`src/rtl/core/dsks_pkg.sv`:
```
// Package for the draw state key sorter: widths, register map, cell and
// read-stage types, controller states. No dependencies.
package dsks_pkg;

  // queue geometry
  localparam int QUEUE_DEPTH = 64;
  localparam int IDX_W       = $clog2(QUEUE_DEPTH);

  // field widths
  localparam int PIPE_W   = 64;
  localparam int DESC_W   = 64;
  localparam int LAYOUT_W = 32;
  localparam int TAG_W    = 32;
  localparam int CNT_W    = 32;
  localparam int KEY_W    = PIPE_W + DESC_W + LAYOUT_W;

  // APB register map: one 32-bit register, word index taken from paddr[2]
  localparam int   APB_ADDR_W = 3;
  localparam int   APB_DATA_W = 32;
  localparam logic REG_BLEND  = 1'b0;

  // one sorter cell: composite key plus the arrival slot of the draw
  typedef struct packed {
    logic             valid;
    logic [KEY_W-1:0] key;
    logic [IDX_W-1:0] idx;
  } cell_t;

  // chain-wide control, same for every cell
  typedef struct packed {
    logic ins;    // insert the incoming key this cycle
    logic shift;  // move every entry one cell toward the head
  } cell_ctl_t;

  // registered memory read, handed to the output stage
  typedef struct packed {
    logic [PIPE_W-1:0]   pipe;
    logic [DESC_W-1:0]   desc;
    logic [LAYOUT_W-1:0] layout;
    logic [TAG_W-1:0]    tag;
    logic                first;
    logic                last;
  } rd_t;

  typedef enum logic [1:0] {
    ST_FILL  = 2'b01,
    ST_DRAIN = 2'b10
  } state_t;

endpackage

```
`src/rtl/core/dsks_if.sv`:
```


interface dsks_out_if;
  import dsks_pkg::*;

  logic                valid;
  logic                ready;
  logic [PIPE_W-1:0]   out_pipe_hash;
  logic [DESC_W-1:0]   out_descriptor_hash;
  logic [LAYOUT_W-1:0] out_layout_id;
  logic [TAG_W-1:0]    out_draw_tag;
  logic                switch_avoided;
  logic [CNT_W-1:0]    avoided_total;
  logic                last_in_run;

  modport source (
    output valid, out_pipe_hash, out_descriptor_hash, out_layout_id, out_draw_tag,
           switch_avoided, avoided_total, last_in_run,
    input  ready
  );
  modport sink (
    input  valid, out_pipe_hash, out_descriptor_hash, out_layout_id, out_draw_tag,
           switch_avoided, avoided_total, last_in_run,
    output ready
  );
endinterface

```
`src/rtl/core/dsks_out.sv`:
```
// Output stage: switch-avoided flag, saturating counter, result register.
// Depends on dsks_pkg and dsks_out_if.
module dsks_out (
  input  logic          clk,
  input  logic          rst,
  input  logic          rd_valid,
  input  dsks_pkg::rd_t rd,
  output logic          take,
  dsks_out_if.source    res
);
  import dsks_pkg::*;

  logic [PIPE_W-1:0] prev_pipe;
  logic [DESC_W-1:0] prev_desc;
  logic [PIPE_W-1:0] cmp_pipe;
  logic              flag;
  logic [CNT_W-1:0]  avoided;
  logic [CNT_W-1:0]  avoided_next;

  assign take = rd_valid && (!res.valid || res.ready);

  // previous draw counts as zero at the start of each flush
  assign cmp_pipe = rd.first ? '0 : prev_pipe;
  assign flag     = (cmp_pipe != '0) && (cmp_pipe == rd.pipe) && (prev_desc == rd.desc);

  assign avoided_next = (flag && (avoided != '1)) ? avoided + 1'b1 : avoided;

  // control and counter
  always_ff @(posedge clk) begin
    if (rst) begin
      res.valid <= 1'b0;
      avoided   <= '0;
    end else begin
      if (take) begin
        res.valid <= 1'b1;
        avoided   <= avoided_next;
      end else if (res.ready) begin
        res.valid <= 1'b0;
      end
    end
  end

  // result payload
  always_ff @(posedge clk) begin
    if (take) begin
      prev_pipe               <= rd.pipe;
      prev_desc               <= rd.desc;
      res.out_pipe_hash       <= rd.pipe;
      res.out_descriptor_hash <= rd.desc;
      res.out_layout_id       <= rd.layout;
      res.out_draw_tag        <= rd.tag;
      res.switch_avoided      <= flag;
      res.avoided_total       <= avoided_next;
      res.last_in_run         <= rd.last;
    end
  end

endmodule

```
`src/flat_wrapper.sv`:
```
// flat-port wrapper written by rule: the top's interface ports become plain ports
module dsks_out_flat import dsks_pkg::*;
  (clk, rst, rd_valid, rd, take, res_valid, res_out_pipe_hash, res_out_descriptor_hash, res_out_layout_id, res_out_draw_tag, res_switch_avoided, res_avoided_total, res_last_in_run, res_ready);
  dsks_out_if res_i ();
  input  logic clk;
  input  logic rst;
  input  logic rd_valid;
  input  dsks_pkg::rd_t rd;
  output logic take;
  output wire logic [$bits(res_i.valid)-1:0] res_valid;
  output wire logic [$bits(res_i.out_pipe_hash)-1:0] res_out_pipe_hash;
  output wire logic [$bits(res_i.out_descriptor_hash)-1:0] res_out_descriptor_hash;
  output wire logic [$bits(res_i.out_layout_id)-1:0] res_out_layout_id;
  output wire logic [$bits(res_i.out_draw_tag)-1:0] res_out_draw_tag;
  output wire logic [$bits(res_i.switch_avoided)-1:0] res_switch_avoided;
  output wire logic [$bits(res_i.avoided_total)-1:0] res_avoided_total;
  output wire logic [$bits(res_i.last_in_run)-1:0] res_last_in_run;
  input wire logic [$bits(res_i.ready)-1:0] res_ready;
  assign res_valid = res_i.valid;
  assign res_out_pipe_hash = res_i.out_pipe_hash;
  assign res_out_descriptor_hash = res_i.out_descriptor_hash;
  assign res_out_layout_id = res_i.out_layout_id;
  assign res_out_draw_tag = res_i.out_draw_tag;
  assign res_switch_avoided = res_i.switch_avoided;
  assign res_avoided_total = res_i.avoided_total;
  assign res_last_in_run = res_i.last_in_run;
  assign res_i.ready = res_ready;
  dsks_out u_core (.clk(clk), .rst(rst), .rd_valid(rd_valid), .rd(rd), .take(take), .res(res_i));
endmodule
```
`config.mk`:
```
export PLATFORM = sky130hd
export DESIGN_NAME = dsks_out_flat
export DESIGN_NICKNAME = d
export VERILOG_FILES = /design/src/rtl/core/dsks_pkg.sv /design/src/rtl/core/dsks_if.sv /design/src/rtl/core/dsks_out.sv /design/src/flat_wrapper.sv
export SDC_FILE = /design/constraint.sdc
export NUM_CORES = 1
export LEC_CHECK = 0
export BUFFER_PORTS_ARGS = -buffer_cell sky130_fd_sc_hd__buf_2
export CORE_MARGIN = 5
export CORE_UTILIZATION = 30
export DETAILED_ROUTE_END_ITERATION = 7
export GPL_TIMING_DRIVEN = 0
export PLACE_DENSITY = 0.55
export SLEW_MARGIN = 20
export SYNTH_ARGS = -nofsm -noshare
export SYNTH_HDL_FRONTEND = slang
export SYNTH_SLANG_ARGS = --single-unit
```
`constraint.sdc`:
```
create_clock -name clk -period 17.2 [get_ports clk]
set_input_delay 3.44 -clock clk [delete_from_list [all_inputs] [get_ports clk]]
set_output_delay 3.44 -clock clk [all_outputs]
set_load 0.03 [all_outputs]
```
Word-level counts from Yosys, hierarchy flattened:

Index checks and enable logic that the tools add are counted.

* add/subtract/negate cells: 1
* reduce and logical (&&, ||, !) cells: 8
* multiplexer cells: 4
* eq/ne operators: 3

Operators with widths (count)
* $eq A64 B64 Y1: 2
* $mux W64: 1
* $reduce_bool A64 Y1: 1
* $add A32 B1 Y32 const B: 1
* $mux W32: 1
* $ne A32 B32 Y1 const B: 1
* $logic_and A1 B1 Y1: 4
* $mux W1: 2
* $reduce_bool A2 Y1: 1
* $logic_not A1 Y1: 1
* $logic_or A1 B1 Y1: 1

* word-level logic and storage cells: 25
* flip-flop bits (word level): 259
* output and inout bits: 228

Depth between registers and ports, before layout:

* depth in word-level cells: 6
* mapped depth: 13
* gate-level depth less buffers: 8

Worst setup path after synthesis:

No wires, ideal clock.

* kind: in2out
* start point: in res_ready
* end point: out take
* arrival time: 8.290 ns
* slack: 5.470 ns
* required time: 13.760 ns
* stages: 3
* path buffers: 0
* cell sequence: nand2b_1 -> nand2_1 -> inv_1

* longest elaborated chain between the ends: 2

RTL lines
* start: declaration: line flat_wrapper.sv:18 `input wire logic [$bits(res_i.ready)-1:0] res_ready;`
* $logic_or A1 B1 Y1: line dsks_out.sv:20 `assign take = rd_valid && (!res.valid || res.ready);`
* $logic_and A1 B1 Y1: line dsks_out.sv:20
* end: declaration: line flat_wrapper.sv:9 `output logic take;`

Every way passes these cells.

Worst setup path in the final report:

Ends and elaborated chain as after synthesis.

==> impl_metrics.json <==
{
  "outcome": "finished, final reports clean",
  "criticalPathCategory": "in2out",
  "rsz0062_at_grt": "false",
  "ctsResizeCount": 0,
  "detail-route-antenna-nets": 0,
  "worstReg2RegEnd": "u_core.res.avoided_total[11]",
  "drc": 0,
  "vias": 9638,
  "first_pass_iters": 5,
  "finalSetupViolations": 0,
  "tightest_slew_ns": 0.927,
  "cts_inserted_buffers": 30,
  "die_area_um2": 43600,
  "antenna_found_initial": 7,
  "cts_tree": "done",
  "grt_pass1_vias": 9527,
  "post-route-period-util_pct": 49.8,
  "crit_required_ns": 13.76,
  "postCtsHoldBufs": 0,
  "grt_start_max_net_pins": 98,
  "ir_drop_uv": 63.0,
  "die_y_um": 209,
  "drv_slew": 0,
  "critical_path_arrival_ns": 5.12,
  "timing.rr.start": "u_core.res.out_descriptor_hash[15]",
  "ioPinCount": 426,
  "track_usage_pct": 17.1,
  "ys_seq_area_share_pct": 62.9,
  "p_per_area_nw_per_um2": 99.3,
  "r2r_slack_ns": 13.50,
  "grt_pass1_wl_mm": 58.9,
  "drive_gt1_share_pct": 37.4,
  "synthDistinctLibCells": 49,
  "overflow": 0,
  "dp_hpwl_mm": 30.0,
  "synth_cells": 917,
  "start_util_pct": 30.5,
  "netlist_area_um2": 11800,
  "synth-seq-cells": 259,
  "syn_area_per_cell_um2": 12.9,
  "synth_warnings": 0,
  "drt_iter0_drc": 552,
  "critPathLaunch": "res_ready",
  "nets": 1573,
  "async_reset_ff_share_pct": 0,
  "hold_class": "reg2reg",
  "cts_setup_buffers": 0,
  "synth_nets": 1116,
  "fmax_mhz": 117,
  "area_delta_synth_final_pct": 31.8,
  "rows": 72,
  "viasPerCell": 5.03,
  "min_from": "u_core.res.valid",
  "cts_sinks": 259,
  "fp.coreArea_um2": 38800,
  "cts_buffer_depth": 3,
  "wl_per_cell_um": 20.8,
  "totalPowerFinal_uw": 1550,
  "cp-start-kind": "primary input",
  "port_buffers": 423,
  "fin_skew_ns": 0.00758,
  "fp.dieW_um": 209,
  "finalCriticalPeriod_ns": 8.56,
  "finalHoldViolations": 0,
  "slew-limit-headroom_pct": 37.7,
  "n_fill_cell": 3772,
  "end_kind": "primary output",
  "synth_edf_count": 226,
  "clock-root-buffer": "clkbuf_16",
  "htree_levels": 1,
  "r2r_cells": 8,
  "insertion_delay_ns": 0.56,
  "cp_max_fo": 97,
  "place_congestion": 0.837,
  "synth_flop_cell": "edfxtp_1",
  "path_clk_slew_ns": 0.06,
  "timing.setup.tns_ns": 0,
  "holdPathStages": 2,
  "wirelength_mm": 39.9,
  "ff_latch_area_um2": 7450,
  "multi_input_area_um2": 4160,
  "cap_violations": 0,
  "endpoint": "take",
  "power.leakage_uw": 0.00574
}
## Yosys cell counts, types with 12 or more instances
| library cell | count | area share [%] |
|---|---|---|
| inv_1 | 16 | 0.51 |
| edfxtp_1 | 226 | 57 |
| nor3_1 | 16 | 0.68 |
| dfxtp_1 | 33 | 5.6 |
| nor2b_1 | 19 | 1.0 |
| nand4_1 | 46 | 2.4 |
| a32oi_1 | 12 | 0.89 |
| mux2_2 | 18 | 1.7 |
| a21oi_1 | 14 | 0.59 |
| xnor2_1 | 126 | 9.3 |
| nand3_1 | 45 | 1.9 |
| or4_1 | 13 | 0.82 |
| and3_1 | 12 | 0.63 |
| clkbuf_1 | 18 | 0.57 |
| nor4_1 | 31 | 1.6 |
| nand2_1 | 30 | 0.95 |
| nand4b_1 | 20 | 1.5 |
| nor2_1 | 84 | 2.7 |
| nor4b_1 | 17 | 1.3 |
| o21ai_0 | 12 | 0.51 |
## registers in the layout, indices dropped and copies added (netlist names)
name and cells:
u_core.res.out_pipe_hash 64, u_core.res.valid 1, u_core.res.out_layout_id 32, u_core.res.avoided_total 32
u_core.res.last_in_run 1, u_core.avoided 32, u_core.res.out_draw_tag 32, u_core.res.out_descriptor_hash 64
u_core.res.switch_avoided 1
## cells in the final DEF (no fill, tap or decap), drive strengths merged, types with 3 or more instances in the layout
cell type | Yosys | routed
buf | 17 | 442
edfxtp | 226 | 226
xnor2 | 126 | 126
nor2 | 84 | 84
clkbuf | 18 | 58
nand4 | 46 | 46
nand3 | 45 | 45
dfxtp | 33 | 33
nor4 | 33 | 33
nand2 | 30 | 30
nor4b | 21 | 21
nand4b | 20 | 20
nor2b | 19 | 19
mux2 | 19 | 19
inv | 16 | 17
nor3 | 16 | 16
a21oi | 14 | 14
or4 | 14 | 14
o21ai | 12 | 12
a32oi | 12 | 12
and3 | 12 | 12
clkinv | 0 | 12
nor4bb | 11 | 11
a31oi | 11 | 11
o32ai | 11 | 11
o21bai | 9 | 9
a22oi | 9 | 9
a31o | 9 | 9
and4 | 4 | 4
or2 | 3 | 3
## critical path, cell delays in order
cell	delay, ns
buf_2	0.07
nand2b_1	0.10
nand2_1	0.26
inv_8	0.47
buf_16	0.38
buf_2	0.29
## metrics by stage
| step | util [%] | setup WS (ns) | hold slack, ns | cells | instance area (um2) |
|---|---|---|---|---|---|
| CTS | 40.2 | 8.56 | 0.500 | 1916 | 15600 |
| floorplan | - | 5.47 | 0.466 | 917 | 11800 |
| detailed placement | 37.8 | 8.56 | 0.491 | 1860 | 14700 |
| global route | 40.2 | 8.45 | 0.522 | 1918 | 15600 |
| global placement | 37.6 | 2.33 | 0.484 | 1858 | 14600 |
| finish | 40.2 | 8.64 | 0.494 | 1918 | 15600 |
## area by class of cell
type / instances / share of cell area [%]
sequential: 259 / 47.7
multi-input combinational: 607 / 26.6
timing repair buffer: 425 / 13.9
clock buffer: 40 / 5.25
tap: 518 / 4.15
buffer: 35 / 1.16
clock inverter: 16 / 0.737
inverter: 16 / 0.433
antenna: 2 / 0.0321
## worst min path at each step
stage                                    to  slack [ns]
after floorplan           u_core.avoided[1]        0.47
after global placement     u_core.res.valid        0.48
after detailed placement   u_core.res.valid        0.49
after CTS                  u_core.res.valid        0.50
after global routing       u_core.res.valid        0.52
final                      u_core.res.valid        0.49
## routing by layer
layer / global-route usage (%) / vias to the layer above / routed length (um)
li1: - / 4488 / -
met3: 4.92 / 73 / 3330
met5: 0 / - / 53
met1: 21.2 / 4722 / 16100
met2: 29.1 / 347 / 19400
met4: 4.91 / 8 / 1010
## report_power, final
group | total, uW | internal (uW) | switching [uW]
combinational | 195 | 64.9 | 130
sequential | 743 | 721 | 21.7
clock | 613 | 349 | 264
## kinds of logic (layout without fill, tap and decap cells)
kind of cell    Yosys count  count (layout)  share of synthesized area, %
compound gates           93              93                          5.61
fa+ha+maj                 1               1                         0.106
simple gates            366             366                          18.1
flops                   259             259                          62.9
mux                      19              19                          1.81
xor+xnor                128             128                          9.46
other cells               0               2                             0
buf+inv                  51             532                          2.04
Power figures use the tool's default switching activity.
