**src/rtl/core/dsks_pkg.sv**
```systemverilog
// Package for the draw state key sorter: widths, register map, cell and
// read-stage types, controller states. No dependencies.
package dsks_pkg;

  // queue geometry
  localparam int QUEUE_DEPTH = 64;
  localparam int IDX_W       = $clog2(QUEUE_DEPTH);

  // field widths
  localparam int PIPE_W   = 64;
  localparam int DESC_W   = 64;
  localparam int LAYOUT_W = 32;
  localparam int TAG_W    = 32;
  localparam int CNT_W    = 32;
  localparam int KEY_W    = PIPE_W + DESC_W + LAYOUT_W;

  // APB register map: one 32-bit register, word index taken from paddr[2]
  localparam int   APB_ADDR_W = 3;
  localparam int   APB_DATA_W = 32;
  localparam logic REG_BLEND  = 1'b0;

  // one sorter cell: composite key plus the arrival slot of the draw
  typedef struct packed {
    logic             valid;
    logic [KEY_W-1:0] key;
    logic [IDX_W-1:0] idx;
  } cell_t;

  // chain-wide control, same for every cell
  typedef struct packed {
    logic ins;    // insert the incoming key this cycle
    logic shift;  // move every entry one cell toward the head
  } cell_ctl_t;

  // registered memory read, handed to the output stage
  typedef struct packed {
    logic [PIPE_W-1:0]   pipe;
    logic [DESC_W-1:0]   desc;
    logic [LAYOUT_W-1:0] layout;
    logic [TAG_W-1:0]    tag;
    logic                first;
    logic                last;
  } rd_t;

  typedef enum logic [1:0] {
    ST_FILL  = 2'b01,
    ST_DRAIN = 2'b10
  } state_t;

endpackage

```
**src/rtl/core/dsks_cell.sv**
```systemverilog
// One cell of the sorted insertion chain. Holds one key and arrival slot.
// Depends on dsks_pkg.
module dsks_cell (
  input  logic                     clk,
  input  logic                     rst,
  input  dsks_pkg::cell_ctl_t      ctl,
  input  logic [dsks_pkg::KEY_W-1:0] new_key,
  input  logic [dsks_pkg::IDX_W-1:0] new_idx,
  input  dsks_pkg::cell_t          left,
  input  logic                     left_lt,
  input  dsks_pkg::cell_t          right,
  output dsks_pkg::cell_t          cur,
  output logic                     lt
);
  import dsks_pkg::*;

  cell_t cur_next;
  logic  load;

  // empty cells sort last; strict compare keeps equal keys in arrival order
  assign lt = !cur.valid || (new_key < cur.key);

  // insert: first cell past the new key takes it, cells behind take the left one
  always_comb begin
    cur_next = cur;
    load     = 1'b0;
    if (ctl.ins && lt) begin
      load     = 1'b1;
      cur_next = left_lt ? left : cell_t'{valid: 1'b1, key: new_key, idx: new_idx};
    end else if (ctl.shift) begin
      load     = 1'b1;
      cur_next = right;
    end
  end

  // valid clears on reset; key and slot just follow the load
  always_ff @(posedge clk) begin
    if (rst) begin
      cur.valid <= 1'b0;
    end else if (load) begin
      cur.valid <= cur_next.valid;
    end
    if (load) begin
      cur.key <= cur_next.key;
      cur.idx <= cur_next.idx;
    end
  end

endmodule

```
**config.mk**
```make
export PLATFORM = sky130hd
export DESIGN_NAME = dsks_cell
export DESIGN_NICKNAME = d
export VERILOG_FILES = /design/src/rtl/core/dsks_pkg.sv /design/src/rtl/core/dsks_cell.sv
export SDC_FILE = /design/constraint.sdc
export NUM_CORES = 1
export LEC_CHECK = 0
export BUFFER_PORTS_ARGS = -buffer_cell sky130_fd_sc_hd__buf_4
export CORE_AREA = 8 8 255 257
export DETAILED_ROUTE_END_ITERATION = 10
export DIE_AREA = 0 0 263 265
export GPL_ROUTABILITY_DRIVEN = 0
export PLACE_DENSITY = 0.55
export SYNTH_ARGS = -nofsm -noshare
export SYNTH_HDL_FRONTEND = slang
export SYNTH_SLANG_ARGS = --single-unit
```
**constraint.sdc**
```tcl
create_clock -name clk -period 9 [get_ports clk]
set_input_delay 0.45 -clock clk [delete_from_list [all_inputs] [get_ports clk]]
set_output_delay 0.45 -clock clk [all_outputs]
set_load 0.01 [all_outputs]
```
* Word level (Yosys, flattened, before mapping)
Cells that the tools add are included.
Word-level totals: flip-flop bits (word level) 167, input port bits 505, output and inout bits 168, logic and storage cells 14
Cells by class: order comparisons 1, mux-type cells 5, reductions and logical operators 5
Operators with widths (count):
- two-way mux 167 bit | 3
- less-than comparator 160 bit | 1
- two-way mux 1 bit | 2
- AND reduction 2 bit | 1
- nonzero test 2 bit | 1
- logical AND 1 bit | 1
- logical NOT 1 bit | 1
- logical OR 1 bit | 1

* Longest topological paths before layout
Gate-level depths: netlist of the first run.
depth after elaboration 5, depth in mapped cells 12, gate-level depth less buffers 10

* Worst setup path after synthesis of the first run
OpenSTA, ideal clock, no wires.
path kind input-to-reg, start point input port new_key[129] (netlist name), end point register cur[0] (netlist name) (enable), setup time 456 ps, arrival 4569 ps, data required time 8544 ps, setup slack 3975 ps, cell stages on the path 11, buffers on the path 2, cell sequence ha_1 -> a21o_1 -> a21o_1 -> a21oi_1 -> nor4_1 -> a2111oi_0 -> a211oi_1 -> nor4_2 -> buf_6 -> buf_6 -> or2_2
Between the ends: cells in the longest elaborated chain, start to end 5, elaborated cells between the ends (all ways) 6, classes of those cells order compare: 1; mux: 1; reduce/logical: 4
Ends and longest elaborated chain:
- start, declared | RTL line dsks_cell.sv:7 | input logic [dsks_pkg::KEY_W-1:0] new_key,
- less-than comparator 160 bit (*) | RTL line dsks_cell.sv:21 | assign lt = !cur.valid || (new_key < cur.key);
- logical OR 1 bit (*) | RTL line dsks_cell.sv:21
- logical AND 1 bit (*) | RTL line dsks_cell.sv:27 | if (ctl.ins && lt) begin
- nonzero test 2 bit (no line) / two-way mux 1 bit (equally long branches)
- AND reduction 2 bit (no line) (*)
- end, declared | RTL line dsks_cell.sv:12 | output dsks_pkg::cell_t cur,
Every way passes the cells marked *; elsewhere a longest branch is shown, timed or not. A chain may end at the register's enable or synchronous reset.

* Worst setup path in the final report of the first run
start point register cur[125] (netlist name), end point register cur[46] (netlist name) (enable)
Between the ends: cells in the longest elaborated chain, start to end 5, elaborated cells between the ends (all ways) 6, classes of those cells order compare: 1; mux: 1; reduce/logical: 4
Ends and longest elaborated chain (RTL line):
- less-than comparator 160 bit (*) | dsks_cell.sv:21
- logical OR 1 bit (*) | dsks_cell.sv:21
- logical AND 1 bit (*) | dsks_cell.sv:27
- nonzero test 2 bit (no line) / two-way mux 1 bit (equally long branches)
- AND reduction 2 bit (no line) (*)
Marks and branches as above.

==> impl_table.tex, run 1 <==
\begin{tabular}{lr}
\hline
Metric & Value \\
\hline
\multicolumn{2}{l}{\textbf{Status}} \\
\quad Result of the run & complete, no violations \\
\multicolumn{2}{l}{\textbf{Global route}} \\
\quad Aggregate global-route resource usage & 0.159 \\
\quad Wire length of the first global-routing pass & 83.0 mm \\
\quad Congestion Overflow GR & 0 \\
\quad Largest net degree at the start of global routing & 115 \\
\quad Number of antenna violations at the first check in global routing & 1 \\
\quad Vias in the first global route & 12549 \\
\multicolumn{2}{l}{\textbf{Clock tree}} \\
\quad TritonCTS clock tree & done \\
\quad Skew-Pair Late Insertion Delay & 0.48 ns \\
\quad Setup fix buffers added after clock tree synthesis & 0 \\
\quad Number of buffers added to fix hold violations after cts & 0 \\
\quad Sinks on the clock net & 167 \\
\quad Inserted Clock Buffers & 17 \\
\quad Post-CTS sizing & 0 \\
\quad Clk slew on worst S/H paths & 0.08 ns \\
\quad Clock tree root driver cell & sky130\_fd\_sc\_hd\_\_clkbuf\_16 \\
\quad H-Tree Depth & 4 \\
\quad Clock tree buffer depth & 2 \\
\multicolumn{2}{l}{\textbf{Logic synthesis}} \\
\quad EDFF count, synth & 166 \\
\quad Commonest cells in the synthesized netlist & sky130\_fd\_sc\_hd\_\_mux2\_2, sky130\_fd\_sc\_hd\_\_edfxtp\_1, sky130\_fd\_sc\_hd\_\_inv\_1, sky130\_fd\_sc\_hd\_\_ha\_1, sky130\_fd\_sc\_hd\_\_mux2\_4 \\
\quad Synthesized area per cell & 12.0 um2 \\
\quad Net count after synthesis & 1783 \\
\quad Synth warnings & 0 \\
\quad Most repeated cell in the gate-level netlist after synthesis & sky130\_fd\_sc\_hd\_\_mux2\_2 \\
\quad Number of standard cells after synthesis & 1119 \\
\quad Number of storage elements in the synthesis netlist & 167 \\
\quad Area of the mapped netlist & 13400 um2 \\
\quad Sequential area share after synthesis & 0.372 \\
\quad Distinct cells, synth & 43 \\
\quad Primary FF master, synth & sky130\_fd\_sc\_hd\_\_edfxtp\_1 \\
\quad Library cell occupying the most area in the post-synthesis netlist & sky130\_fd\_sc\_hd\_\_edfxtp\_1 \\
\quad Share of the synthesized area in the top cell type & 0.371 \\
\quad Leading post-synthesis cells by cell area & sky130\_fd\_sc\_hd\_\_edfxtp\_1, sky130\_fd\_sc\_hd\_\_mux2\_2, sky130\_fd\_sc\_hd\_\_ha\_1 \\
\quad Share of flip-flops with an asynchronous set or reset after synthesis & 0 \\
\multicolumn{2}{l}{\textbf{Layout}} \\
\quad Number of flip-flops in the largest register & 167 \\
\quad Count of nets after finishing & 2444 \\
\quad Sequential cell area in the final layout & 5000 um2 \\
\quad Biggest register & cur \\
\quad Antenna Diode Count & 0 \\
\quad Fill cell total of the finished layout & 6189 \\
\quad Proportion of layout cells with a drive suffix above 1 & 0.566 \\
\quad Biggest regs & cur (167) \\
\quad Multi-input gate area in the final layout & 7580 um2 \\
\quad Area growth from synthesis to final layout & 47.6\% \\
\multicolumn{2}{l}{\textbf{Worst setup path}} \\
\quad Data required time of the worst path & 9.07 ns \\
\quad Internal reg-to-reg setup slack & 3.19 ns \\
\quad Worst Reg-to-Reg Cells & 12 \\
\quad Max stage delay cell, worst path & sky130\_fd\_sc\_hd\_\_nor4\_1 \\
\quad Reg2reg start & cur[125] \\
\quad CP Data Arrival Time & 5.88 ns \\
\quad Type of the worst setup path & reg -> reg \\
\quad Kind of end point of the critical path & register \\
\quad Worst-path cell chain & inv\_1 > ha\_1 > nand4\_1 > nor4\_1 > nand2\_1 > or3\_1 > or4\_1 > a21oi\_2 > nor4\_4 > buf\_12 > or2\_4 > buf\_4 \\
\quad Worst reg2reg endpoint & cur[46] \\
\quad Critical Path Start Type & register \\
\quad Peak fanout along the critical path & 114 \\
\quad Largest stage delay on the critical path & 1.06 ns \\
\multicolumn{2}{l}{\textbf{Hold path}} \\
\quad Hold-critical path depth & 4 \\
\quad Min-Delay Endpoint & cur[166] \\
\quad Class of the tightest hold or removal check & in -> reg \\
\quad Launch point of the worst hold path & rst \\
\multicolumn{2}{l}{\textbf{Timing}} \\
\quad Hold Vio Cnt, Final & 0 \\
\quad Number of slew-limit violations in the final report & 0 \\
\quad Timing-limited maximum frequency & 172 MHz \\
\quad Worst slew margin & 0.165 \\
\quad Clock skew after layout & 0.0173 ns \\
\quad Aggregate negative setup slack & 0 ns \\
\quad Setup Viol. Count Final & 0 \\
\quad Time the worst path needs with I/O delays and setup & 5.81 ns \\
\quad Worst hold slack across all endpoints & 0.237 ns \\
\quad RSZ-0062 raised after global routing & no \\
\quad Ratio of final minimum period to clock period & 0.646 \\
\quad Transition time of the tightest slew-check pin & 1.24 ns \\
\multicolumn{2}{l}{\textbf{Drt}} \\
\quad Total wire length after detailed routing & 57.6 mm \\
\quad Total vias in the final route & 11287 \\
\quad Residual DRC & 0 \\
\quad Number of search-and-repair iterations in the first detailed-routing pass & 5 \\
\quad Final antenna-violating net count & 0 \\
\quad Via density & 4.37 \\
\quad Drt first-iter violations & 602 \\
\quad WL/cell & 22.3 um \\
\multicolumn{2}{l}{\textbf{Die}} \\
\quad Die height & 265 um \\
\quad Starting density of the core & 0.220 \\
\quad Total die area & 69700 um2 \\
\quad Die width & 263 um \\
\quad Core Area & 61000 um2 \\
\quad Placement Rows & 91 \\
\quad Top-level port count & 673 \\
\multicolumn{2}{l}{\textbf{Job}} \\
\quad Count of max-cap constraint violations & 0 \\
\multicolumn{2}{l}{\textbf{Power}} \\
\quad Post-route total power & 2.75 mW \\
\quad Pwr Density & 139 nW/um2 \\
\quad Leakage power figure & 9.48 nW \\
\quad IR Drop Worst-Case VDD & 0.145 mV \\
\multicolumn{2}{l}{\textbf{Place}} \\
\quad DPL Wire Length & 48.3 mm \\
\quad Buffers on Ports & 672 \\
\hline
\end{tabular}
[final cells by class]
| cell class | instances | share of cell area |
|---|---|---|
| Sequential cell | 167 | 0.252 |
| Timing Repair Buffer | 679 | 0.258 |
| Clock buffer | 18 | 0.0216 |
| Clock inverter | 13 | 0.00499 |
| Multi-Input combinational cell | 752 | 0.382 |
| Inverter | 163 | 0.0309 |
| Tap cell | 790 | 0.0499 |
[report_power, final]
group	internal [mW]	leakage (nW)	switching [mW]
logic	0.538	7.54	0.461
clock network	0.353	0.243	0.360
registers	0.982	1.69	0.0604
[through the flow]
step	cells	instance area, um2	utilization	setup slack, ns
6_report	2582	19800	0.325	3.19
3_5_place_dp	2551	19300	0.316	3.11
4_1_cts	2582	19800	0.325	3.16
2_1_floorplan	1119	13400	-	3.97
5_1_grt	2582	19800	0.325	3.01
3_3_place_gp	2551	19300	0.316	3.19
[cell usage in the layout, fill, tap and decap left out, types with 2 or more instances in the layout]
master                       Yosys  routed
sky130_fd_sc_hd__a2111oi_0       2       2
sky130_fd_sc_hd__a211oi_1        5       5
sky130_fd_sc_hd__a21o_1         11      11
sky130_fd_sc_hd__a21oi_1        63      63
sky130_fd_sc_hd__a221oi_1        7       7
sky130_fd_sc_hd__and4_1          4       4
sky130_fd_sc_hd__buf_4           0     677
sky130_fd_sc_hd__clkbuf_16       0      17
sky130_fd_sc_hd__clkinv_4        0       2
sky130_fd_sc_hd__clkinvlp_4      0       5
sky130_fd_sc_hd__edfxtp_1      166     166
sky130_fd_sc_hd__ha_1          159     159
sky130_fd_sc_hd__inv_1         163     163
sky130_fd_sc_hd__inv_6           0       4
sky130_fd_sc_hd__mux2_1         29      29
sky130_fd_sc_hd__mux2_2        203     203
sky130_fd_sc_hd__mux2_4        100     100
sky130_fd_sc_hd__nand2_1        40      40
sky130_fd_sc_hd__nand2b_1        6       6
sky130_fd_sc_hd__nand3_1        15      15
sky130_fd_sc_hd__nand4_1        30      30
sky130_fd_sc_hd__nor2_1         11      11
sky130_fd_sc_hd__nor2b_1         3       3
sky130_fd_sc_hd__nor3_1          7       7
sky130_fd_sc_hd__nor4_1          9       9
sky130_fd_sc_hd__o211ai_1        2       2
sky130_fd_sc_hd__o21a_1          2       2
sky130_fd_sc_hd__o21ai_0        25      25
sky130_fd_sc_hd__or4_1           3       3
[how the worst max path moves through the flow]
stage,start,end,slack [ns],cells after the start
final,cur[125],cur[46],3.19,12
after floorplan,new_key[129],cur[0],3.97,11
after global placement,new_key[119],cur[39],3.19,12
after CTS,cur[125],cur[46],3.16,12
after detailed placement,new_key[119],cur[39],3.11,12
after global routing,cur[125],cur[46],3.01,12
[worst max-delay path: cells and delay by family, from the launching register on]
family / cells / cell delay, ns
simple gates: 7 / 3.40
fa+ha+maj: 1 / 0.32
buf+inv: 3 / 0.84
flops: 1 / 0.43
compound gates: 1 / 0.21
[per-layer routing]
layer | track usage | wire length (um) | vias to the layer above
met4 | 0.0519 | 1380 | 0
met1 | 0.175 | 22600 | 5324
li1 | - | - | 5466
met5 | 0 | 0 | -
met2 | 0.289 | 29700 | 441
met3 | 0.0511 | 3900 | 56
[cells by family (layout without fill, tap and decap cells)]
family                     after synthesis  after routing  share of synthesized area
DFF                                    167            167                      0.372
muxes                                  333            333                      0.307
buffers and inverters                  200            873                     0.0643
AOI/OAI and AO/OA                      127            127                     0.0563
and+or+nand+nor                        133            133                     0.0520
adders and majority gates              159            159                      0.148
Power figures use the tool's default switching activity.
==> inputs of run 2 (changes only) <==
--- a/config.mk
+++ b/config.mk
@@ -6,11 +6,11 @@
 export NUM_CORES = 1
 export LEC_CHECK = 0
 export BUFFER_PORTS_ARGS = -buffer_cell sky130_fd_sc_hd__buf_4
-export CORE_AREA = 8 8 255 257
+export CORE_AREA = 8 8 258 260
 export DETAILED_ROUTE_END_ITERATION = 10
-export DIE_AREA = 0 0 263 265
+export DIE_AREA = 0 0 266 268
 export GPL_ROUTABILITY_DRIVEN = 0
-export PLACE_DENSITY = 0.55
+export PLACE_DENSITY = 0.54
 export SYNTH_ARGS = -nofsm -noshare
 export SYNTH_HDL_FRONTEND = slang
 export SYNTH_SLANG_ARGS = --single-unit
==> constraint.sdc (replaced) <==
create_clock -name clk -period 6 [get_ports clk]
set_input_delay 0.3 -clock clk [delete_from_list [all_inputs] [get_ports clk]]
set_output_delay 0.3 -clock clk [all_outputs]
set_load 0.01 [all_outputs]
==> impl_table.tex, run 2 (same netlist as run 1, synthesis figures left out) <==
\begin{tabular}{lr}
\hline
Metric & Value \\
\hline
\multicolumn{2}{l}{\textbf{Worst setup path}} \\
\quad Peak fanout along the critical path & 90 (was 114) \\
\quad Type of the worst setup path & reg -> reg (unchanged) \\
\quad Kind of end point of the critical path & register (unchanged) \\
\quad CP Data Arrival Time & 5.34 ns (was 5.88 ns) \\
\quad Critical Path Start Type & register (unchanged) \\
\quad Worst Reg-to-Reg Cells & 12 (unchanged) \\
\quad Data required time of the worst path & 6.23 ns (was 9.07 ns) \\
\multicolumn{2}{l}{\textbf{Timing}} \\
\quad Transition time of the tightest slew-check pin & 1.17 ns (was 1.24 ns) \\
\quad Worst hold slack across all endpoints & 0.0946 ns (was 0.237 ns) \\
\quad Worst slew margin & 0.212 (was 0.165) \\
\quad Time the worst path needs with I/O delays and setup & 5.11 ns (was 5.81 ns) \\
\quad Timing-limited maximum frequency & 196 MHz (was 172 MHz) \\
\quad Ratio of final minimum period to clock period & 0.852 (was 0.646) \\
\quad Hold Vio Cnt, Final & 0 (unchanged) \\
\quad RSZ-0062 raised after global routing & no (unchanged) \\
\quad Aggregate negative setup slack & 0 ns (unchanged) \\
\quad Setup Viol. Count Final & 0 (unchanged) \\
\quad Number of slew-limit violations in the final report & 0 (unchanged) \\
\quad Clock skew after layout & 0.0176 ns (was 0.0173 ns) \\
\multicolumn{2}{l}{\textbf{Clock tree}} \\
\quad Clock tree buffer depth & 2 (unchanged) \\
\quad Clock tree root driver cell & sky130\_fd\_sc\_hd\_\_clkbuf\_16 (unchanged) \\
\quad Skew-Pair Late Insertion Delay & 0.48 ns (about the same) \\
\quad H-Tree Depth & 4 (unchanged) \\
\quad Sinks on the clock net & 167 (unchanged) \\
\quad TritonCTS clock tree & done (unchanged) \\
\quad Number of buffers added to fix hold violations after cts & 0 (unchanged) \\
\quad Setup fix buffers added after clock tree synthesis & 0 (unchanged) \\
\quad Inserted Clock Buffers & 17 (unchanged) \\
\quad Clk slew on worst S/H paths & 0.07 ns (was 0.08 ns) \\
\quad Post-CTS sizing & 0 (unchanged) \\
\multicolumn{2}{l}{\textbf{Place}} \\
\quad Buffers on Ports & 672 (unchanged) \\
\quad DPL Wire Length & 49.2 mm (was 48.3 mm) \\
\quad Post-Place Cell Area & 19400 um2 (was 19300 um2) \\
\multicolumn{2}{l}{\textbf{Layout}} \\
\quad Final core utilization & 0.319 (was 0.325) \\
\quad Most common cell after layout, fill and taps aside & sky130\_fd\_sc\_hd\_\_buf\_4 (unchanged) \\
\quad Commonest non-fill, non-tap cells in the layout & sky130\_fd\_sc\_hd\_\_buf\_4, sky130\_fd\_sc\_hd\_\_mux2\_2, sky130\_fd\_sc\_hd\_\_edfxtp\_1, sky130\_fd\_sc\_hd\_\_inv\_1, sky130\_fd\_sc\_hd\_\_ha\_1 (unchanged) \\
\quad Fill cell total of the finished layout & 6478 (was 6189) \\
\quad Area growth from synthesis to final layout & 48.3\% (was 47.6\%) \\
\quad Biggest register & cur (unchanged) \\
\quad Cell area after layout & 19900 um2 (was 19800 um2) \\
\quad Proportion of layout cells with a drive suffix above 1 & 0.567 (was 0.566) \\
\quad Count of nets after finishing & 2445 (was 2444) \\
\quad Biggest regs & cur (167) (unchanged) \\
\quad Antenna Diode Count & 0 (unchanged) \\
\quad Number of flip-flops in the largest register & 167 (unchanged) \\
\multicolumn{2}{l}{\textbf{Job}} \\
\quad Count of max-cap constraint violations & 0 (unchanged) \\
\multicolumn{2}{l}{\textbf{Drt}} \\
\quad Final antenna-violating net count & 0 (unchanged) \\
\quad WL/cell & 22.2 um (was 22.3 um) \\
\quad Total wire length after detailed routing & 58.7 mm (was 57.6 mm) \\
\quad Drt first-iter violations & 458 (was 602) \\
\quad Total vias in the final route & 11397 (was 11287) \\
\quad Via density & 4.32 (was 4.37) \\
\quad Number of search-and-repair iterations in the first detailed-routing pass & 4 (was 5) \\
\quad Residual DRC & 0 (unchanged) \\
\multicolumn{2}{l}{\textbf{Power}} \\
\quad IR Drop Worst-Case VDD & 0.220 mV (was 0.145 mV) \\
\quad Logic gate share of total power & 0.365 (was 0.363) \\
\quad Pwr Density & 208 nW/um2 (was 139 nW/um2) \\
\quad Internal Power & 2.81 mW (was 1.87 mW) \\
\quad Reg power frac & 0.376 (was 0.378) \\
\quad Post-route total power & 4.15 mW (was 2.75 mW) \\
\quad Switching power share of the total & 0.322 (was 0.320) \\
\quad NetSw & 1.34 mW (was 0.881 mW) \\
\quad Clock Power Share & 0.260 (was 0.259) \\
\quad Leakage power figure & 9.51 nW (was 9.48 nW) \\
\multicolumn{2}{l}{\textbf{Die}} \\
\quad Top-level port count & 673 (unchanged) \\
\quad Die width & 266 um (was 263 um) \\
\quad Die height & 268 um (was 265 um) \\
\quad Placement Rows & 92 (was 91) \\
\quad Core Area & 62400 um2 (was 61000 um2) \\
\quad Total die area & 71300 um2 (was 69700 um2) \\
\quad Starting density of the core & 0.215 (was 0.220) \\
\multicolumn{2}{l}{\textbf{Global route}} \\
\quad Number of antenna violations at the first check in global routing & 1 (unchanged) \\
\quad Wire length of the first global-routing pass & 82.8 mm (was 83.0 mm) \\
\quad Congestion Overflow GR & 0 (unchanged) \\
\quad Largest net degree at the start of global routing & 100 (was 115) \\
\quad Vias in the first global route & 12691 (was 12549) \\
\quad Aggregate global-route resource usage & 0.157 (was 0.159) \\
\multicolumn{2}{l}{\textbf{Status}} \\
\quad Result of the run & complete, no violations (unchanged) \\
\multicolumn{2}{l}{\textbf{Hold path}} \\
\quad Class of the tightest hold or removal check & in -> reg (unchanged) \\
\quad Hold-critical path depth & 4 (unchanged) \\
\hline
\end{tabular}
-- run 2: changes by cell type in the layout (fill, tap and decap cells not counted) --
cell / previous run / this run
sky130_fd_sc_hd__buf_12: 1 / 3
sky130_fd_sc_hd__buf_4: 677 / 676
sky130_fd_sc_hd__clkbuf_1: 1 / 0
sky130_fd_sc_hd__clkinv_1: 1 / 2
sky130_fd_sc_hd__clkinv_2: 1 / 4
sky130_fd_sc_hd__clkinv_4: 2 / 3
sky130_fd_sc_hd__clkinvlp_4: 5 / 2
-- run 2: final timing paths --
check / startpoint / end / slack, ns
hold reg to reg: cur[166] / cur[166] / 0.75
setup / recovery: cur[124] / cur[124] / 0.89
hold / removal: rst / cur[166] / 0.09
setup reg to reg: cur[124] / cur[124] / 0.89
-- run 2: critical path, stage by stage (launching register included) --
cell and delay (ns):
sky130_fd_sc_hd__edfxtp_1 0.40, sky130_fd_sc_hd__inv_1 0.06, sky130_fd_sc_hd__ha_1 0.29, sky130_fd_sc_hd__nand4_1 0.24, sky130_fd_sc_hd__nor4_1 0.76, sky130_fd_sc_hd__nand2_1 0.39
sky130_fd_sc_hd__or3_1 0.51, sky130_fd_sc_hd__or4_1 0.54, sky130_fd_sc_hd__a21oi_2 0.23, sky130_fd_sc_hd__nor4_4 0.07, sky130_fd_sc_hd__buf_12 0.25, sky130_fd_sc_hd__buf_4 0.49
sky130_fd_sc_hd__mux2_4 0.39
-- run 2: power groups by stage --
stage               registers, mW  clock network (mW)  logic [mW]
floorplan                    1.64                   0       0.698
global placement             1.58                   0        1.52
detailed placement           1.59                   0        1.53
CTS                          1.56                1.12        1.54
global route                 1.58                1.16        1.66
finish                       1.56                1.08        1.51
-- run 2: area by class of cell --
cell class                      instances  area, um2  area share
Inverter                              163        612      0.0307
Tap cell                              846       1060      0.0531
Timing Repair Buffer                  680       5150       0.258
Clock inverter                         15        104     0.00521
Sequential cell                       167       5000       0.251
Multi-Input combinational cell        752       7580       0.380
Clock buffer                           17        425      0.0213
-- run 2: layer usage --
metal	GRT usage	up-vias	share of wire
met3	0.0596	106	0.081
li1	-	5465	-
met4	0.0788	2	0.048
met1	0.169	5364	0.38
met2	0.268	460	0.49
met5	0	-	0.00022
-- run 2: metrics by stage --
stage / std cells / worst slack, ns
floorplan: 1119 / 0.994
global placement: 2608 / 0.875
detailed placement: 2608 / 0.807
CTS: 2640 / 0.796
global route: 2640 / 0.693
finish: 2640 / 0.888
